===== src/hdl/assert_macros.svh =====
// Assertion macros shared by the RTL of the framed checksum receiver.
// Expects clk and rst_n (synchronous, active low) in the using scope.
`ifndef ASSERT_MACROS_SVH
`define ASSERT_MACROS_SVH
`ifndef ASSERT_OFF
`define FCR_ASSERT(lbl, prop) \
  lbl: assert property (@(posedge clk) disable iff (!rst_n) prop) \
    else $error("framed_checksum_receiver: assertion failed");
`define FCR_ASSERT_NXT(lbl, ante, cons) \
  lbl: assert property (@(posedge clk) disable iff (!rst_n) (ante) |=> (cons)) \
    else $error("framed_checksum_receiver: assertion failed");
`else
`define FCR_ASSERT(lbl, prop)
`define FCR_ASSERT_NXT(lbl, ante, cons)
`endif
`endif


===== src/hdl/fcr_pkg.sv =====
// Package of the framed checksum receiver: framing characters, result status
// codes, controller states and the 6-bit digit unpacking function. No dependencies.
`default_nettype none
package fcr_pkg;

  localparam int FRAME_BYTES_DEF = 64;
  localparam int MIN_FRAME       = 5;
  localparam int MIN_GROUP_FRAME = 9;
  localparam int FIRST_DIGIT     = 3;
  localparam int SUM_W           = 12;

  localparam logic [7:0] CH_HASH = 8'h23;
  localparam logic [7:0] CH_CR   = 8'h0D;
  localparam logic [7:0] CH_EQ   = 8'h3D;
  localparam logic [7:0] CH_R    = 8'h52;

  typedef enum logic [1:0] {
    ST_OK  = 2'd0,
    ST_CRC = 2'd1,
    ST_OVR = 2'd2
  } status_t;

  typedef enum logic [3:0] {
    S_IDLE,
    S_RD_CK1,
    S_RD_CK2,
    S_RD_CMD,
    S_RD_ADDR,
    S_CHECK,
    S_ERR,
    S_EMPTY,
    S_GRP_RD,
    S_GRP_LAST,
    S_GRP_OUT
  } fsm_t;

  function automatic logic [7:0] fcr_unpack(input logic [1:0] sel,
                                            input logic [7:0] a,
                                            input logic [7:0] b,
                                            input logic [7:0] c,
                                            input logic [7:0] d);
    logic [7:0] v;
    unique case (sel)
      2'd0:    v = {a[5:0], 2'b00} | {4'b0000, b[7:4]};
      2'd1:    v = {b[3:0], 4'b0000} | {2'b00, c[7:2]};
      default: v = {c[1:0], 6'b000000} | d;
    endcase
    return v;
  endfunction

endpackage
`default_nettype wire


===== src/hdl/framed_checksum_receiver.sv =====
// Top level of the framed checksum receiver: command register, frame RAM and
// frame controller. Uses fcr_pkg, fcr_ram, fcr_ctrl and assert_macros.svh.
//
// Usage: bytes enter on in_rx_byte with in_valid/in_ready; results leave on
// the out_ channel with out_valid/out_ready, one per item, the final one of a
// frame marked by out_last. cfg_wr_en/cfg_wr_data set the expected command.
// Ordinary frame bytes are written to the frame RAM as they are accepted, and
// in_ready stays high. At the terminator the controller reads the two check
// characters, the command and the address from the RAM (S_RD_CK1 to S_CHECK),
// then reads the four digits of each digit group and offers its three bytes
// one by one; in_ready is low until the last result of the frame is in the
// output register. Checksum errors and overruns give one result each. The
// frame RAM has a single read port, so its reads are made one after another.
// Reset clears the fill count, sum, error counters, command register and the
// output valid flag; the frame RAM needs no clearing. When the receiver stalls,
// the output register holds its item and the controller waits at the next
// result with in_ready low; bytes are taken again once the last result of
// the frame is in the output register.
`default_nettype none
`include "assert_macros.svh"
module framed_checksum_receiver
  import fcr_pkg::*;
#(
  parameter int FRAME_BYTES = FRAME_BYTES_DEF
) (
  input  wire logic        clk,
  input  wire logic        rst_n,
  input  wire logic        cfg_wr_en,
  input  wire logic [7:0]  cfg_wr_data,
  input  wire logic        in_valid,
  output logic             in_ready,
  input  wire logic [7:0]  in_rx_byte,
  output logic             out_valid,
  input  wire logic        out_ready,
  output logic [1:0]       out_status,
  output logic             out_has_data,
  output logic [7:0]       out_data_byte,
  output logic [7:0]       out_address_char,
  output logic [7:0]       out_command_char,
  output logic             out_reset_request,
  output logic             out_last,
  output logic [15:0]      out_crc_error_total,
  output logic [15:0]      out_overrun_total
);

  localparam int AW = $clog2(FRAME_BYTES);
  localparam int FW = $clog2(FRAME_BYTES + 1);
  localparam logic [FW-1:0] FILL_MAX = FW'(FRAME_BYTES);

  logic [7:0]    exp_cmd_r;
  logic          ram_we;
  logic [AW-1:0] ram_waddr;
  logic [7:0]    ram_wdata;
  logic [AW-1:0] ram_raddr;
  logic [7:0]    ram_rdata;
  logic [FW-1:0] mon_fill;
  logic [15:0]   mon_crc_count;
  logic          idle_drop;

  always_ff @(posedge clk) begin
    if (!rst_n) begin
      exp_cmd_r <= 8'd0;
    end else if (cfg_wr_en) begin
      exp_cmd_r <= cfg_wr_data;
    end
  end

  fcr_ram #(
    .WIDTH (8),
    .DEPTH (FRAME_BYTES)
  ) u_frame_ram (
    .clk   (clk),
    .we    (ram_we),
    .waddr (ram_waddr),
    .wdata (ram_wdata),
    .raddr (ram_raddr),
    .rdata (ram_rdata)
  );

  fcr_ctrl #(
    .FRAME_BYTES (FRAME_BYTES)
  ) u_ctrl (
    .clk                 (clk),
    .rst_n               (rst_n),
    .expected_command    (exp_cmd_r),
    .in_valid            (in_valid),
    .in_ready            (in_ready),
    .in_rx_byte          (in_rx_byte),
    .out_valid           (out_valid),
    .out_ready           (out_ready),
    .out_status          (out_status),
    .out_has_data        (out_has_data),
    .out_data_byte       (out_data_byte),
    .out_address_char    (out_address_char),
    .out_command_char    (out_command_char),
    .out_reset_request   (out_reset_request),
    .out_last            (out_last),
    .out_crc_error_total (out_crc_error_total),
    .out_overrun_total   (out_overrun_total),
    .ram_we              (ram_we),
    .ram_waddr           (ram_waddr),
    .ram_wdata           (ram_wdata),
    .ram_raddr           (ram_raddr),
    .ram_rdata           (ram_rdata),
    .mon_fill            (mon_fill),
    .mon_crc_count       (mon_crc_count)
  );

  assign idle_drop = in_valid && in_ready && (mon_fill == '0) && (in_rx_byte != CH_HASH);

  `FCR_ASSERT(a_fill_bound, mon_fill <= FILL_MAX)
  `FCR_ASSERT_NXT(a_idle_drop, idle_drop, mon_fill == '0)
  `FCR_ASSERT(a_crc_step, !$past(rst_n) || (mon_crc_count - $past(mon_crc_count) <= 16'd1))
  `FCR_ASSERT(a_err_last, (out_valid && (out_status != ST_OK)) |-> out_last)

endmodule
`default_nettype wire


===== src/hdl/fcr_ram.sv =====
// Generic single-port-write, single-port-read RAM with registered read data.
// No dependencies.
`default_nettype none
module fcr_ram #(
  parameter int WIDTH = 8,
  parameter int DEPTH = 64
) (
  input  wire logic                     clk,
  input  wire logic                     we,
  input  wire logic [$clog2(DEPTH)-1:0] waddr,
  input  wire logic [WIDTH-1:0]         wdata,
  input  wire logic [$clog2(DEPTH)-1:0] raddr,
  output logic      [WIDTH-1:0]         rdata
);

  logic [WIDTH-1:0] mem_r [DEPTH];

  always_ff @(posedge clk) begin
    if (we) begin
      mem_r[waddr] <= wdata;
    end
    rdata <= mem_r[raddr];
  end

endmodule
`default_nettype wire


===== src/hdl/fcr_ctrl.sv =====
// Frame controller: stores frame bytes in the frame RAM, checks the frame at
// the terminator, unpacks digit groups and drives the result register. Uses fcr_pkg.
`default_nettype none
module fcr_ctrl
  import fcr_pkg::*;
#(
  parameter int FRAME_BYTES = FRAME_BYTES_DEF,
  localparam int AW = $clog2(FRAME_BYTES),
  localparam int FW = $clog2(FRAME_BYTES + 1)
) (
  input  wire logic          clk,
  input  wire logic          rst_n,
  input  wire logic [7:0]    expected_command,
  input  wire logic          in_valid,
  output logic               in_ready,
  input  wire logic [7:0]    in_rx_byte,
  output logic               out_valid,
  input  wire logic          out_ready,
  output logic [1:0]         out_status,
  output logic               out_has_data,
  output logic [7:0]         out_data_byte,
  output logic [7:0]         out_address_char,
  output logic [7:0]         out_command_char,
  output logic               out_reset_request,
  output logic               out_last,
  output logic [15:0]        out_crc_error_total,
  output logic [15:0]        out_overrun_total,
  output logic               ram_we,
  output logic [AW-1:0]      ram_waddr,
  output logic [7:0]         ram_wdata,
  output logic [AW-1:0]      ram_raddr,
  input  wire logic [7:0]    ram_rdata,
  output logic [FW-1:0]      mon_fill,
  output logic [15:0]        mon_crc_count
);

  fsm_t            state_r, state_nxt;
  logic [FW-1:0]   fill_r, fill_nxt;
  logic [FW-1:0]   n_r, n_nxt;
  logic [FW-1:0]   p_r, p_nxt;
  logic [1:0]      cnt_r, cnt_nxt;
  logic [1:0]      bsel_r, bsel_nxt;
  logic [SUM_W-1:0] sum_r, sum_nxt;
  logic [15:0]     crc_r, crc_nxt;
  logic [15:0]     ovr_r, ovr_nxt;
  status_t         err_r, err_nxt;
  logic [7:0]      ck1_r, ck1_nxt;
  logic [7:0]      ck2_r, ck2_nxt;
  logic [7:0]      cmd_r, cmd_nxt;
  logic [7:0]      addr_r, addr_nxt;
  logic            pend_r;
  logic [1:0]      pidx_r;
  logic [7:0]      dig_r [4];

  logic            out_valid_r, out_valid_nxt;
  status_t         o_status_r, o_status_nxt;
  logic            o_has_r, o_has_nxt;
  logic [7:0]      o_data_r, o_data_nxt;
  logic [7:0]      o_addr_r, o_addr_nxt;
  logic [7:0]      o_cmd_r, o_cmd_nxt;
  logic            o_rst_r, o_rst_nxt;
  logic            o_last_r, o_last_nxt;
  logic [15:0]     o_crc_r, o_crc_nxt;
  logic [15:0]     o_ovr_r, o_ovr_nxt;

  logic            acc;
  logic            out_free;
  logic [SUM_W-1:0] chk_s;
  logic            chk_ok;
  logic            grp_last;

  assign in_ready = (state_r == S_IDLE);
  assign acc      = in_valid && in_ready;
  assign out_free = !out_valid_r || out_ready;
  assign chk_s    = sum_r - {{(SUM_W-8){1'b0}}, ck1_r} - {{(SUM_W-8){1'b0}}, ck2_r};
  assign chk_ok   = (ck1_r == CH_EQ + {2'b00, chk_s[11:6]}) &&
                    (ck2_r == CH_EQ + {2'b00, chk_s[5:0]});
  assign grp_last = ({1'b0, p_r} + (FW+1)'(10)) > {1'b0, n_r};

  always_comb begin
    state_nxt     = state_r;
    fill_nxt      = fill_r;
    n_nxt         = n_r;
    p_nxt         = p_r;
    cnt_nxt       = cnt_r;
    bsel_nxt      = bsel_r;
    sum_nxt       = sum_r;
    crc_nxt       = crc_r;
    ovr_nxt       = ovr_r;
    err_nxt       = err_r;
    ck1_nxt       = ck1_r;
    ck2_nxt       = ck2_r;
    cmd_nxt       = cmd_r;
    addr_nxt      = addr_r;
    out_valid_nxt = out_valid_r && !out_ready;
    o_status_nxt  = o_status_r;
    o_has_nxt     = o_has_r;
    o_data_nxt    = o_data_r;
    o_addr_nxt    = o_addr_r;
    o_cmd_nxt     = o_cmd_r;
    o_rst_nxt     = o_rst_r;
    o_last_nxt    = o_last_r;
    o_crc_nxt     = o_crc_r;
    o_ovr_nxt     = o_ovr_r;
    ram_we        = 1'b0;
    ram_waddr     = fill_r[AW-1:0];
    ram_wdata     = in_rx_byte;
    ram_raddr     = '0;

    unique case (state_r)
      S_IDLE: begin
        if (acc) begin
          priority if (fill_r == '0) begin
            if (in_rx_byte == CH_HASH) begin
              ram_we   = 1'b1;
              sum_nxt  = {{(SUM_W-8){1'b0}}, in_rx_byte};
              fill_nxt = FW'(1);
            end
          end else if (fill_r == FW'(FRAME_BYTES)) begin
            ovr_nxt   = ovr_r + 16'd1;
            fill_nxt  = '0;
            err_nxt   = ST_OVR;
            state_nxt = S_ERR;
          end else if (in_rx_byte != CH_CR) begin
            ram_we   = 1'b1;
            sum_nxt  = sum_r + {{(SUM_W-8){1'b0}}, in_rx_byte};
            fill_nxt = fill_r + FW'(1);
          end else begin
            n_nxt    = fill_r;
            fill_nxt = '0;
            if (fill_r < FW'(MIN_FRAME)) begin
              crc_nxt   = crc_r + 16'd1;
              err_nxt   = ST_CRC;
              state_nxt = S_ERR;
            end else begin
              state_nxt = S_RD_CK1;
            end
          end
        end
      end
      S_RD_CK1: begin
        ram_raddr = AW'(n_r - FW'(2));
        state_nxt = S_RD_CK2;
      end
      S_RD_CK2: begin
        ram_raddr = AW'(n_r - FW'(1));
        ck1_nxt   = ram_rdata;
        state_nxt = S_RD_CMD;
      end
      S_RD_CMD: begin
        ram_raddr = AW'(2);
        ck2_nxt   = ram_rdata;
        state_nxt = S_RD_ADDR;
      end
      S_RD_ADDR: begin
        ram_raddr = AW'(1);
        cmd_nxt   = ram_rdata;
        state_nxt = S_CHECK;
      end
      S_CHECK: begin
        addr_nxt = ram_rdata;
        priority if (!chk_ok) begin
          crc_nxt   = crc_r + 16'd1;
          err_nxt   = ST_CRC;
          state_nxt = S_ERR;
        end else if (cmd_r != expected_command) begin
          state_nxt = S_IDLE;
        end else if (n_r < FW'(MIN_GROUP_FRAME)) begin
          state_nxt = S_EMPTY;
        end else begin
          p_nxt     = FW'(FIRST_DIGIT);
          cnt_nxt   = 2'd0;
          state_nxt = S_GRP_RD;
        end
      end
      S_ERR: begin
        if (out_free) begin
          out_valid_nxt = 1'b1;
          o_status_nxt  = err_r;
          o_has_nxt     = 1'b0;
          o_data_nxt    = 8'd0;
          o_addr_nxt    = 8'd0;
          o_cmd_nxt     = 8'd0;
          o_rst_nxt     = 1'b0;
          o_last_nxt    = 1'b1;
          o_crc_nxt     = crc_r;
          o_ovr_nxt     = ovr_r;
          state_nxt     = S_IDLE;
        end
      end
      S_EMPTY: begin
        if (out_free) begin
          out_valid_nxt = 1'b1;
          o_status_nxt  = ST_OK;
          o_has_nxt     = 1'b0;
          o_data_nxt    = 8'd0;
          o_addr_nxt    = addr_r;
          o_cmd_nxt     = cmd_r;
          o_rst_nxt     = (cmd_r == CH_R);
          o_last_nxt    = 1'b1;
          o_crc_nxt     = crc_r;
          o_ovr_nxt     = ovr_r;
          state_nxt     = S_IDLE;
        end
      end
      S_GRP_RD: begin
        ram_raddr = AW'(p_r + FW'(cnt_r));
        cnt_nxt   = cnt_r + 2'd1;
        if (cnt_r == 2'd3) begin
          state_nxt = S_GRP_LAST;
        end
      end
      S_GRP_LAST: begin
        bsel_nxt  = 2'd0;
        state_nxt = S_GRP_OUT;
      end
      S_GRP_OUT: begin
        if (out_free) begin
          out_valid_nxt = 1'b1;
          o_status_nxt  = ST_OK;
          o_has_nxt     = 1'b1;
          o_data_nxt    = fcr_unpack(bsel_r, dig_r[0], dig_r[1], dig_r[2], dig_r[3]);
          o_addr_nxt    = addr_r;
          o_cmd_nxt     = cmd_r;
          o_rst_nxt     = (cmd_r == CH_R);
          o_last_nxt    = (bsel_r == 2'd2) && grp_last;
          o_crc_nxt     = crc_r;
          o_ovr_nxt     = ovr_r;
          if (bsel_r == 2'd2) begin
            if (grp_last) begin
              state_nxt = S_IDLE;
            end else begin
              p_nxt     = p_r + FW'(4);
              cnt_nxt   = 2'd0;
              state_nxt = S_GRP_RD;
            end
          end else begin
            bsel_nxt = bsel_r + 2'd1;
          end
        end
      end
      default: begin
        state_nxt = S_IDLE;
      end
    endcase
  end

  always_ff @(posedge clk) begin
    if (!rst_n) begin
      state_r     <= S_IDLE;
      fill_r      <= '0;
      sum_r       <= '0;
      crc_r       <= '0;
      ovr_r       <= '0;
      out_valid_r <= 1'b0;
      pend_r      <= 1'b0;
    end else begin
      state_r     <= state_nxt;
      fill_r      <= fill_nxt;
      sum_r       <= sum_nxt;
      crc_r       <= crc_nxt;
      ovr_r       <= ovr_nxt;
      out_valid_r <= out_valid_nxt;
      pend_r      <= (state_r == S_GRP_RD);
    end
  end

  always_ff @(posedge clk) begin
    n_r        <= n_nxt;
    p_r        <= p_nxt;
    cnt_r      <= cnt_nxt;
    bsel_r     <= bsel_nxt;
    err_r      <= err_nxt;
    ck1_r      <= ck1_nxt;
    ck2_r      <= ck2_nxt;
    cmd_r      <= cmd_nxt;
    addr_r     <= addr_nxt;
    pidx_r     <= cnt_r;
    o_status_r <= o_status_nxt;
    o_has_r    <= o_has_nxt;
    o_data_r   <= o_data_nxt;
    o_addr_r   <= o_addr_nxt;
    o_cmd_r    <= o_cmd_nxt;
    o_rst_r    <= o_rst_nxt;
    o_last_r   <= o_last_nxt;
    o_crc_r    <= o_crc_nxt;
    o_ovr_r    <= o_ovr_nxt;
    if (pend_r) begin
      dig_r[pidx_r] <= ram_rdata - CH_EQ;
    end
  end

  assign out_valid           = out_valid_r;
  assign out_status          = o_status_r;
  assign out_has_data        = o_has_r;
  assign out_data_byte       = o_data_r;
  assign out_address_char    = o_addr_r;
  assign out_command_char    = o_cmd_r;
  assign out_reset_request   = o_rst_r;
  assign out_last            = o_last_r;
  assign out_crc_error_total = o_crc_r;
  assign out_overrun_total   = o_ovr_r;
  assign mon_fill            = fill_r;
  assign mon_crc_count       = crc_r;

endmodule
`default_nettype wire


===== config.mk =====
export PLATFORM = sky130hd
export DESIGN_NAME = framed_checksum_receiver
export DESIGN_NICKNAME = d
export VERILOG_FILES = /design/src/hdl/fcr_pkg.sv /design/src/hdl/framed_checksum_receiver.sv /design/src/hdl/fcr_ram.sv /design/src/hdl/fcr_ctrl.sv
export VERILOG_INCLUDE_DIRS = /design/src /design/src/hdl
export SDC_FILE = /design/constraint.sdc
export NUM_CORES = 1
export LEC_CHECK = 0
export BUFFER_PORTS_ARGS = -buffer_cell sky130_fd_sc_hd__clkbuf_2
export CAP_MARGIN = 10
export CORE_MARGIN = 2
export CORE_UTILIZATION = 52
export DETAILED_ROUTE_END_ITERATION = 10
export PLACE_DENSITY = 0.72
export SLEW_MARGIN = 10
export SYNTH_ARGS = -nofsm -noshare
export SYNTH_HDL_FRONTEND = slang
export SYNTH_SLANG_ARGS = --single-unit

===== constraint.sdc =====
create_clock -name clk -period 10.2 [get_ports clk]
set_input_delay 0.51 -clock clk [delete_from_list [all_inputs] [get_ports clk]]
set_output_delay 0.51 -clock clk [all_outputs]
set_load 0.03 [all_outputs]

* Word-level counts from Yosys, hierarchy flattened
Memory sizes are Yosys's and may differ from the RTL's. A register that Yosys moved wholly into a read port is not among the register bits.
Cells that the tools add are included.
** Operators by class
- Add/subtract/negate cells :: 16
- $mul :: 0
- Divide/modulo/power cells :: 0
- Order comparisons :: 3
- Eq/ne operators :: 41
- Shifts and indexed selects :: 0
- Muxes and demuxes :: 84
- Bitwise operators :: 6
- Reductions and logical operators :: 33
** Operators with widths (count)
- $mux W16 :: 6
- $mux W7 :: 10
- $pmux W8 S2 :: 4
- $mux W12 :: 4
- $mux W4 :: 12
- $pmux W4 S10 :: 1
- $add A16 B1 Y16 const B :: 2
- $mux W2 :: 16
- $mux W8 :: 4
- $pmux W16 S2 :: 1
- $pmux W6 S5 :: 1
- $reduce_and A7 Y1 :: 4
- $sub A12 B8 Y12 :: 2
- $ne A2 B2 Y1 const B :: 11
- $eq A4 B3 Y1 const B :: 4
- $eq A8 B8 Y1 :: 2
- $mux W1 :: 16
- $ne A2 B1 Y1 const B :: 8
- $add A6 B6 Y7 const A :: 2
- $pmux W7 S2 :: 1
- $add A12 B8 Y12 :: 1
- $eq A4 B4 Y1 const B :: 3
- $pmux W2 S2 :: 3
- $reduce_and A3 Y1 :: 4
- other kinds (42) :: 61
** Storage, ports and cells
- Flip-flop bits (word level) :: 180
- Latch bits :: 0
- Bits in writable memories :: 544
- Bits in read-only memories :: 0
- Output and inout bits :: 63
- Memories :: 2
** Memories
- u_frame_ram.mem_r :: words 64, width 8, read ports 1, clocked after Yosys merged registers in 1, write ports 1, RTL line fcr_ram.sv:16 : logic [WIDTH-1:0] mem_r [DEPTH];
- u_ctrl.dig_r :: words 4, width 8, read ports 4, clocked after Yosys merged registers in 0, write ports 1, RTL line fcr_ctrl.sv:53 : logic [7:0] dig_r [4];

* Logic depth before layout (Yosys ltp)
Gate-level depths: netlist of the first run.
- Depth in word-level cells :: 8
- Depth in mapped cells :: 19
- Depth with buffers taken out :: 18

* Modules after synthesis
From an unflattened synthesis of the first run, not the netlist that was laid out.
** Unflattened totals
- Cells, all modules :: 2021
- Area, all modules :: 31191.2 um2
** Modules (own cells, without submodules)
- fcr_ram :: times used 1, cells each 972, area each 20190.6 um2
- fcr_ctrl :: times used 1, cells each 1024, area each 10699.0 um2
- framed_checksum_receiver :: times used 1, cells each 25, area each 301.5 um2

* Least setup slack after synthesis of the first run
Ideal clock, no wire load.
- Path type :: register -> register
- Start :: reg u_ctrl.ck1_r[4]
- End :: reg u_ctrl.p_r[2] (enable)
- Setup time :: 0.340 ns
- Data arrival time :: 4.613 ns
- Setup slack :: 5.247 ns
- Stages on the path, launching flop included :: 19
- Path buffers :: 1
- Clock period less this slack :: 4.953 ns
- Cells stage by stage :: edfxtp_1 inv_1 fa_1 ha_1 buf_2 a21o_1 a31o_1 or3_1 and2_1 ha_1 xor2_1 nor4_1 nand3_1 or4_1 a221o_1 a221o_1 o21ai_0 inv_1 nor2_1
** Between the ends
- Cells in the longest elaborated chain, start to end :: 7
- Elaborated cells on any way between the ends :: 9
** RTL lines
- start, declared :: RTL line fcr_ctrl.sv:47 : logic [7:0] ck1_r, ck1_nxt;
- start signal, assigned :: RTL line fcr_ctrl.sv:274 : ck1_r <= ck1_nxt;
- $sub A12 B8 Y12 (2 in a row) :: RTL line fcr_ctrl.sv:75 : assign chk_s = sum_r - {{(SUM_W-8){1'b0}}, ck1_r} - {{(SUM_W-8){1'b0}}, ck2_r};
- $add A6 B6 Y7, on equally long branches :: RTL line fcr_ctrl.sv:76, fcr_ctrl.sv:77
- $eq A8 B8 Y1, on equally long branches :: RTL line fcr_ctrl.sv:76, fcr_ctrl.sv:77
- $logic_and A1 B1 Y1 (*) :: RTL line fcr_ctrl.sv:76 : assign chk_ok = (ck1_r == CH_EQ + {2'b00, chk_s[11:6]}) &&
- $ne A2 B1 Y1 (no line) (*)
- $reduce_and A7 Y1 (no line) (*)
- end signal, assigned :: RTL line fcr_ctrl.sv:270 : p_r <= p_nxt;
- end, declared :: RTL line fcr_ctrl.sv:40 : logic [FW-1:0] p_r, p_nxt;
Mark *: on every way between the ends. The rest lies on a longest branch, timed or not.
A chain may end at the register's enable or synchronous reset.

* Final worst setup path of the first run
- Start :: reg u_ctrl.ck1_r[4]
- End :: reg u_ctrl.p_r[5] (enable)
The elaborated chain is that of the path after synthesis.

==> results.ini, run 1 <==
[critical_path]
r2r_setup_slack_ns=4.68
worst-path-buf-inv=2
cp.required_ns=10.47
cp_num_cells=17
end_kind=flop
crit_chain=inv_1 > fa_1 > ha_1 > a21o_1 > a31o_1 > or3_1 > and2_1 > ha_1 > xor2_1 > nor4_1 > nand3_1 > or4_1 > a221o_1 > a221o_1 > o21ai_0 > inv_1 > nor2_1
max_stage_delay_ns=0.52
cpLargestDelayFamily=simple AND/OR/NAND/NOR gates
path_class=reg2reg
worstPathMaxFanout=7
ff2ff_path_depth=17
worstSetupStartpointType=flop
crit_arrival_ns=5.79
crit_slowest_cell=or4_1

[grt]
grt_util_met2_pct=38.14
grt_max_degree=165
grt_pass1_wl_mm=110.0
antenna_found_initial=0
grt_usage_pct=23.44
grt-busiest-layer=met2
grtUsageMet3_pct=4.277
use_met1_pct=31.35
overflow=0
grt_pass1_vias=19268

[die]
start_util_pct=52.53
die_x_um=248.2
rows=89
die_y_um=248.2
fp.coreArea_um2=59020
die_area_um2=61590
io_pins=84

[timing]
setup_tns_ns=0
tightest_slew_ns=1.216
post-route-period-util_pct=54.16
finalHoldViolCount=0
finClkSkew_ns=0.02876
rsz0062_at_grt=false
slew_headroom_pct=18.80
setup_viol=0
post-route-min-period_ns=5.525
drv_slew=0
max_freq_ghz=0.1810

[synthesis]
ys_seq_elements=728
dominantRegCellSynth=edfxtp_1
mappedNetlistArea_um2=31000
yosysSeqAreaShare_pct=68.09
synth_warnings=0
synth_edf_count=653
avgSynthCellArea_um2=12.85
synthCells=2412
syn-num-nets=2485
ys_types=74
async_flop_share_pct=0

[layout]
final_common_cell=edfxtp_1
n_antenna_cell=0
nets=2532
finish.instance_area_um2=34570
finish.utilization_pct=58.58
areaGrowthSynthToFinish_pct=11.51
drive_gt1_share_pct=10.35
final_cell_mix=edfxtp_1 (653), nand2_1 (328), a211oi_1 (181), nor2_1 (138), and2_1 (132)

[route]
drc=0
drtAntennaViolNets=0
via_per_inst=5.993
first_pass_iters=5
wl_mm=71.90
wl_per_cell_um=21.83
drtIter0Drc=1998
num_vias=19741

[worst_hold_path]
hold_path_depth=3
hold_path.class=in2reg

[placed_design]
dp_hpwl_mm=42.81
routabilityCongestion=0.9282
port_buffers=83
placedInstanceArea_um2=32170

[cts]
cts-resized-gates=0
clk_pin_slew_ns=0.06
ctsHoldBuffers=0
h-tree-depth=3
cts_sinks=728
cts_buffer_depth=3
clkLatencyLatePin_ns=0.63
cts_root_buf=clkbuf_16
cts-buffers-inserted=75
cts_tree=done
post_cts_buffers=0

[pwr]
ir_drop_v=0.0001883
power_density_nw_per_um2=242.1
p_leak_nw=11.71

[flow_run]
cap_violations=0

[status]
outcome=completed

==> state kept, by name (all words and copies together) (netlist names), 4 cells and up <==
signal and count:
u_ctrl.dig_r 30, u_ctrl.mon_fill 7, u_ctrl.out_command_char 8, u_ctrl.ck1_r 8, u_ctrl.cmd_r 8, u_ctrl.n_r 7, u_ctrl.mon_crc_count 16, u_ctrl.addr_r 8
u_ctrl.out_overrun_total 16, u_ctrl.ck2_r 8, u_ctrl.out_address_char 8, u_ctrl.out_crc_error_total 16, u_ctrl.out_data_byte 8, u_ctrl.sum_r 12, u_frame_ram.rdata 8, exp_cmd_r 8
u_ctrl.ovr_r 16, u_ctrl.state_r 4, u_frame_ram.mem_r 512, u_ctrl.p_r 5
==> metrics by stage <==
stage,cells,hold slack [ns],setup WS [ns],power (mW)
2_1_floorplan,2412,0.4113,5.247,5.070
3_3_place_gp,3155,0.4401,4.914,5.723
3_5_place_dp,3155,0.4417,4.754,5.764
4_1_cts,3294,0.1336,4.721,8.387
5_1_grt,3294,0.1513,4.378,8.723
6_report,3294,0.1590,4.675,8.372
==> routing by layer <==
layer	vias up	wire (um)	part of all wire, %
met5	-	0	0
met4	0	2633	3.7
met3	149	5461	7.6
met2	796	34190	48
met1	9698	29620	41
li1	9098	-	-
==> worst register-to-register path, cell delays in order (launching register included) <==
cell	delay (ns)
edfxtp_1	0.40
inv_1	0.16
fa_1	0.46
ha_1	0.41
a21o_1	0.25
a31o_1	0.25
or3_1	0.35
and2_1	0.18
ha_1	0.29
xor2_1	0.18
nor4_1	0.26
nand3_1	0.11
or4_1	0.52
a221o_1	0.27
a221o_1	0.41
o21ai_0	0.28
inv_1	0.09
nor2_1	0.34
==> worst paths after layout <==
kind / to / from
setup reg to reg: u_ctrl.p_r[5] / u_ctrl.ck1_r[4]
hold reg to reg: u_ctrl.out_overrun_total[15] / u_ctrl.ovr_r[15]
hold / removal: exp_cmd_r[5] / cfg_wr_data[5]
setup / recovery: u_ctrl.p_r[5] / u_ctrl.ck1_r[4]
==> power by group <==
part	switching (mW)	total, mW	internal, mW
Combinational	1.51	2.24	0.725
Sequential	0.118	3.50	3.38
Clock	1.12	2.64	1.52
==> logic make-up (layout without fill, tap and decap cells) <==
family | Yosys count | in the layout | synth area share [%]
adder cells (fa/ha/maj) | 52 | 52 | 2.316
AND/OR/NAND/NOR | 792 | 792 | 12.11
flip-flops | 728 | 728 | 68.09
AO/OA/AOI/OAI | 526 | 526 | 11.81
multiplexers | 25 | 25 | 0.8111
buffers and inverters | 210 | 319 | 2.615
XOR/XNOR | 79 | 79 | 2.256
==> cell type report <==
class                      instances  area, um^2
timing repair buffer             119       698.2
multi-input combinational       1474        9186
inverter                          61       229.0
sequential                       728       21110
fill                            4543       24450
clock inverter                    43       352.8
clock buffer                      96        2028
tap                              773       967.2
==> cells in the mapped netlist (6+ instances only) <==
master / n / area [um^2]
fa_1: 9 / 180.2
xor2_1: 36 / 315.3
edfxtp_1: 653 / 19610
a21o_1: 7 / 52.55
nand2b_1: 18 / 112.6
a22oi_1: 6 / 45.04
nand2_1: 328 / 1231
or3_1: 24 / 150.1
nand4_1: 12 / 75.07
a21oi_1: 110 / 550.5
inv_1: 61 / 229.0
nor4_1: 6 / 37.54
o21ai_0: 37 / 185.2
dfxtp_1: 75 / 1501
nor2b_1: 16 / 100.1
nand3_1: 32 / 160.2
clkbuf_1: 136 / 510.5
nor3_1: 32 / 160.2
and2_1: 132 / 825.8
ha_1: 43 / 538.0
xnor2_1: 42 / 367.9
buf_1: 7 / 26.28
a211oi_1: 182 / 1366
a311oi_1: 65 / 569.3
and2_0: 18 / 112.6
mux2i_1: 24 / 240.2
nor2_1: 141 / 529.3
and3_1: 8 / 50.05
a31oi_1: 69 / 431.7
No activity file was read; power rests on OpenSTA's default activity.
==> inputs of run 2 (changes only) <==
- ABC_AREA: default -> 1
- PLACE_DENSITY: 0.72 -> 0.75
- clock period: 10.2 -> 4.9 ns (I/O delays scaled with it)
==> run 2 against run 1 <==
Core utilization is 0.17 points higher. Clock skew up 0.0076 ns. Clock power is 110% higher. Area after synthesis increased by 1.6%. First-iteration DRC count rose by 24%. Combinational power rose by 130%. Global-route usage rose by 0.80 points. Sequential share of layout area decreased by 1.3 points. Cell area rose by 2.2%. Flip-flop and latch count stayed put. Highest routed layer is now met5.
==> results.ini, run 2 <==
[status]
outcome=completed

[pwr]
seqPwrFrac_pct=40.4
power_frac_comb_pct=28.3
p_int_mw=11.76
p_leak_nw=12.02
switching_share_pct=34.22
ir_drop_v=0.0004773
clockPowerShare_pct=31.4
power_density_nw_per_um2=506.1
p_sw_mw=6.118

[critical_path]
crit_slowest_cell=fa_1
worstSetupStartpointType=flop
r2r_setup_slack_ns=0.57
worstPathMaxFanout=14
crit_chain=inv_1 > fa_1 > ha_1 > inv_1 > nand2_1 > nand3_1 > nand3_1 > nand2_2 > ha_1 > nand2_1 > nand3_1 > nor3_1 > nand3_1 > nor2_1 > nand3_1 > nor2_1 > nand2_1 > nor2_2 > nand3_2 > nand2_4 > nand3_1 > a21oi_1
r2r-start=u_ctrl.ck1_r[3]
ff2ff_path_depth=22
max_stage_delay_ns=0.45
crit_arrival_ns=4.62
cp_num_cells=22
cpLargestDelayFamily=simple AND/OR/NAND/NOR gates
worst-path-buf-inv=2
cp.required_ns=5.19
crit_top_cell=nand3_1
path_class=reg2reg
end_kind=flop
reg2reg_to=u_ctrl.p_r[3]

[placed_design]
port_buffers=83
dp_cells=3494
placedInstanceArea_um2=32720
routabilityCongestion=0.9371
place_ws_ns=0.5717
dp_hpwl_mm=47.62

[synthesis]
mappedNetlistArea_um2=31500
synth_area_leaders=edfxtp_1 (62%), dfxtp_1 (4.8%), o21ai_0 (4.1%)
dominantRegCellSynth=edfxtp_1
synth-simple-area-share_pct=13.89
async_flop_share_pct=0
synth_top_family_by_area=simple AND/OR/NAND/NOR gates
yosysSeqAreaShare_pct=67.02
synth_xor_area_share_pct=0.9176
synthAdderAreaFrac_pct=2.280
synth_top_area_share_pct=62.25
synthCells=2711
ys_seq_elements=728
synth_top_area_cell=edfxtp_1
synth_compound_area_share_pct=11.33
syn-num-nets=2784
ys_types=53
synth_edf_count=653
synthMostInstantiatedCell=edfxtp_1
synth.mux.area_fraction_pct=0
avgSynthCellArea_um2=11.62
synthTopCellsByCount=edfxtp_1 (653), nor2_1 (335), o21ai_0 (259)
synth_warnings=0

[cts]
post_cts_buffers=0
cts-resized-gates=0
cts_root_buf=clkbuf_16
clkLatencyLatePin_ns=0.64
cts-buffers-inserted=74
cts_buffer_depth=3
cts_sinks=728
clk_pin_slew_ns=0.06
h-tree-depth=3
cts_tree=done

[route]
num_vias=21448
drtAntennaViolNets=0
wl_per_cell_um=20.84
via_per_inst=5.886
first_pass_iters=6
wl_mm=75.93
drc=0
drtIter0Drc=2470

[timing]
setup_tns_ns=0
finClkSkew_ns=0.03634
post-route-period-util_pct=88.30
setup_ws_ns=0.5734
rsz0062_at_grt=false
post-route-min-period_ns=4.327
setup_viol=0
max_freq_ghz=0.2311
slew_headroom_pct=30.84
tightest_slew_ns=1.034
finalHoldViolCount=0
drv_slew=0

[layout]
areaGrowthSynthToFinish_pct=12.16
fillers=4746
finish.instance_area_um2=35330
largest_register_ff_count=512
top_regs=u_frame_ram.mem_r (512), u_ctrl.dig_r (30)
finish.utilization_pct=58.75
final_common_cell=edfxtp_1
largest_register=u_frame_ram.mem_r
final-instance-count-excl-fill=3644
final_cell_mix=edfxtp_1 (653), nor2_1 (334), o21ai_0 (259), nand2_1 (256), inv_1 (215)
drive_gt1_share_pct=11.15
nets=2875

[grt]
antenna_found_initial=1
grt_usage_pct=24.24
grt_pass1_vias=20908
overflow=0
grt_pass1_wl_mm=117.7
grt_max_degree=171

[die]
die_y_um=250.1
io_pins=84
die_x_um=250.1
start_util_pct=52.38
fp.coreArea_um2=60130
die_area_um2=62560
rows=90

[flow_run]
cap_violations=0

[worst_hold_path]
hold_path_depth=2
hold_path.class=in2reg
holdPathEnd=u_frame_ram.mem_r[25][6]
hold_start=in_rx_byte[6]

[run 2: final cells by class]
| cell class | count | area [um^2] | area share [%] |
|---|---|---|---|
| Sequential cell | 728 | 21110 | 59.76 |
| Multi-Input combinational cell | 1630 | 8976 | 25.41 |
| Clock inverter | 33 | 379.1 | 1.073 |
| Clock buffer | 102 | 2071 | 5.862 |
| Antenna cell | 1 | 2.502 | 0.007083 |
| Inverter | 229 | 864.6 | 2.447 |
| Tap cell | 782 | 978.4 | 2.770 |
| Timing Repair Buffer | 139 | 945.9 | 2.678 |
[run 2: worst max path at each step]
stage | from | slack, ns | endpoint
2_1_floorplan | u_ctrl.ck1_r[2] | 1.19 | u_ctrl.p_r[2]
3_3_place_gp | u_ctrl.ck1_r[2] | 0.67 | u_ctrl.p_r[6]
3_5_place_dp | u_ctrl.ck1_r[2] | 0.57 | u_ctrl.p_r[6]
4_1_cts | u_ctrl.ck1_r[2] | 0.58 | u_ctrl.p_r[6]
5_1_grt | u_ctrl.ck1_r[2] | 0.12 | u_ctrl.p_r[4]
6_report | u_ctrl.ck1_r[3] | 0.57 | u_ctrl.p_r[3]
[run 2: timing repair]
action,CTS,global route
endpoints found under the hold margin,9,0
endpoints found under the setup margin,0,0
hold buffers,14,0
[run 2: cell families (layout without fill, tap and decap cells)]
group                      Yosys count  count (layout)
AOI/OAI and AO/OA                  592             592
buffers and inverters              353             503
xor gates and xnor gates            33              33
adders and majority gates           52              52
DFF                                728             728
and+or+nand+nor                    953             953
other                                0               1
[run 2: metal layers]
metal	wire length (um)	GRT usage, %	vias up
li1	-	-	9912
met1	30330	32.18	10355
met2	35900	38.92	1012
met3	6854	5.009	167
met4	2829	10.52	2
met5	10	0	-
[run 2: stage by stage]
step | hold WS, ns | power (mW)
2_1_floorplan | 0.3439 | 10.75
5_1_grt | 0.03507 | 18.72
6_report | 0.04003 | 17.88
4_1_cts | 0.005290 | 17.87
3_3_place_gp | 0.4143 | 12.18
3_5_place_dp | 0.4209 | 12.27
[run 2: power groups by stage]
stage	clock [mW]	sequential [mW]	combinational (mW)
global placement	0	7.34	4.84
finish	5.61	7.22	5.05
CTS	5.68	7.21	4.99
detailed placement	0	7.34	4.93
floorplan	0	7.28	3.48
global route	5.94	7.22	5.55
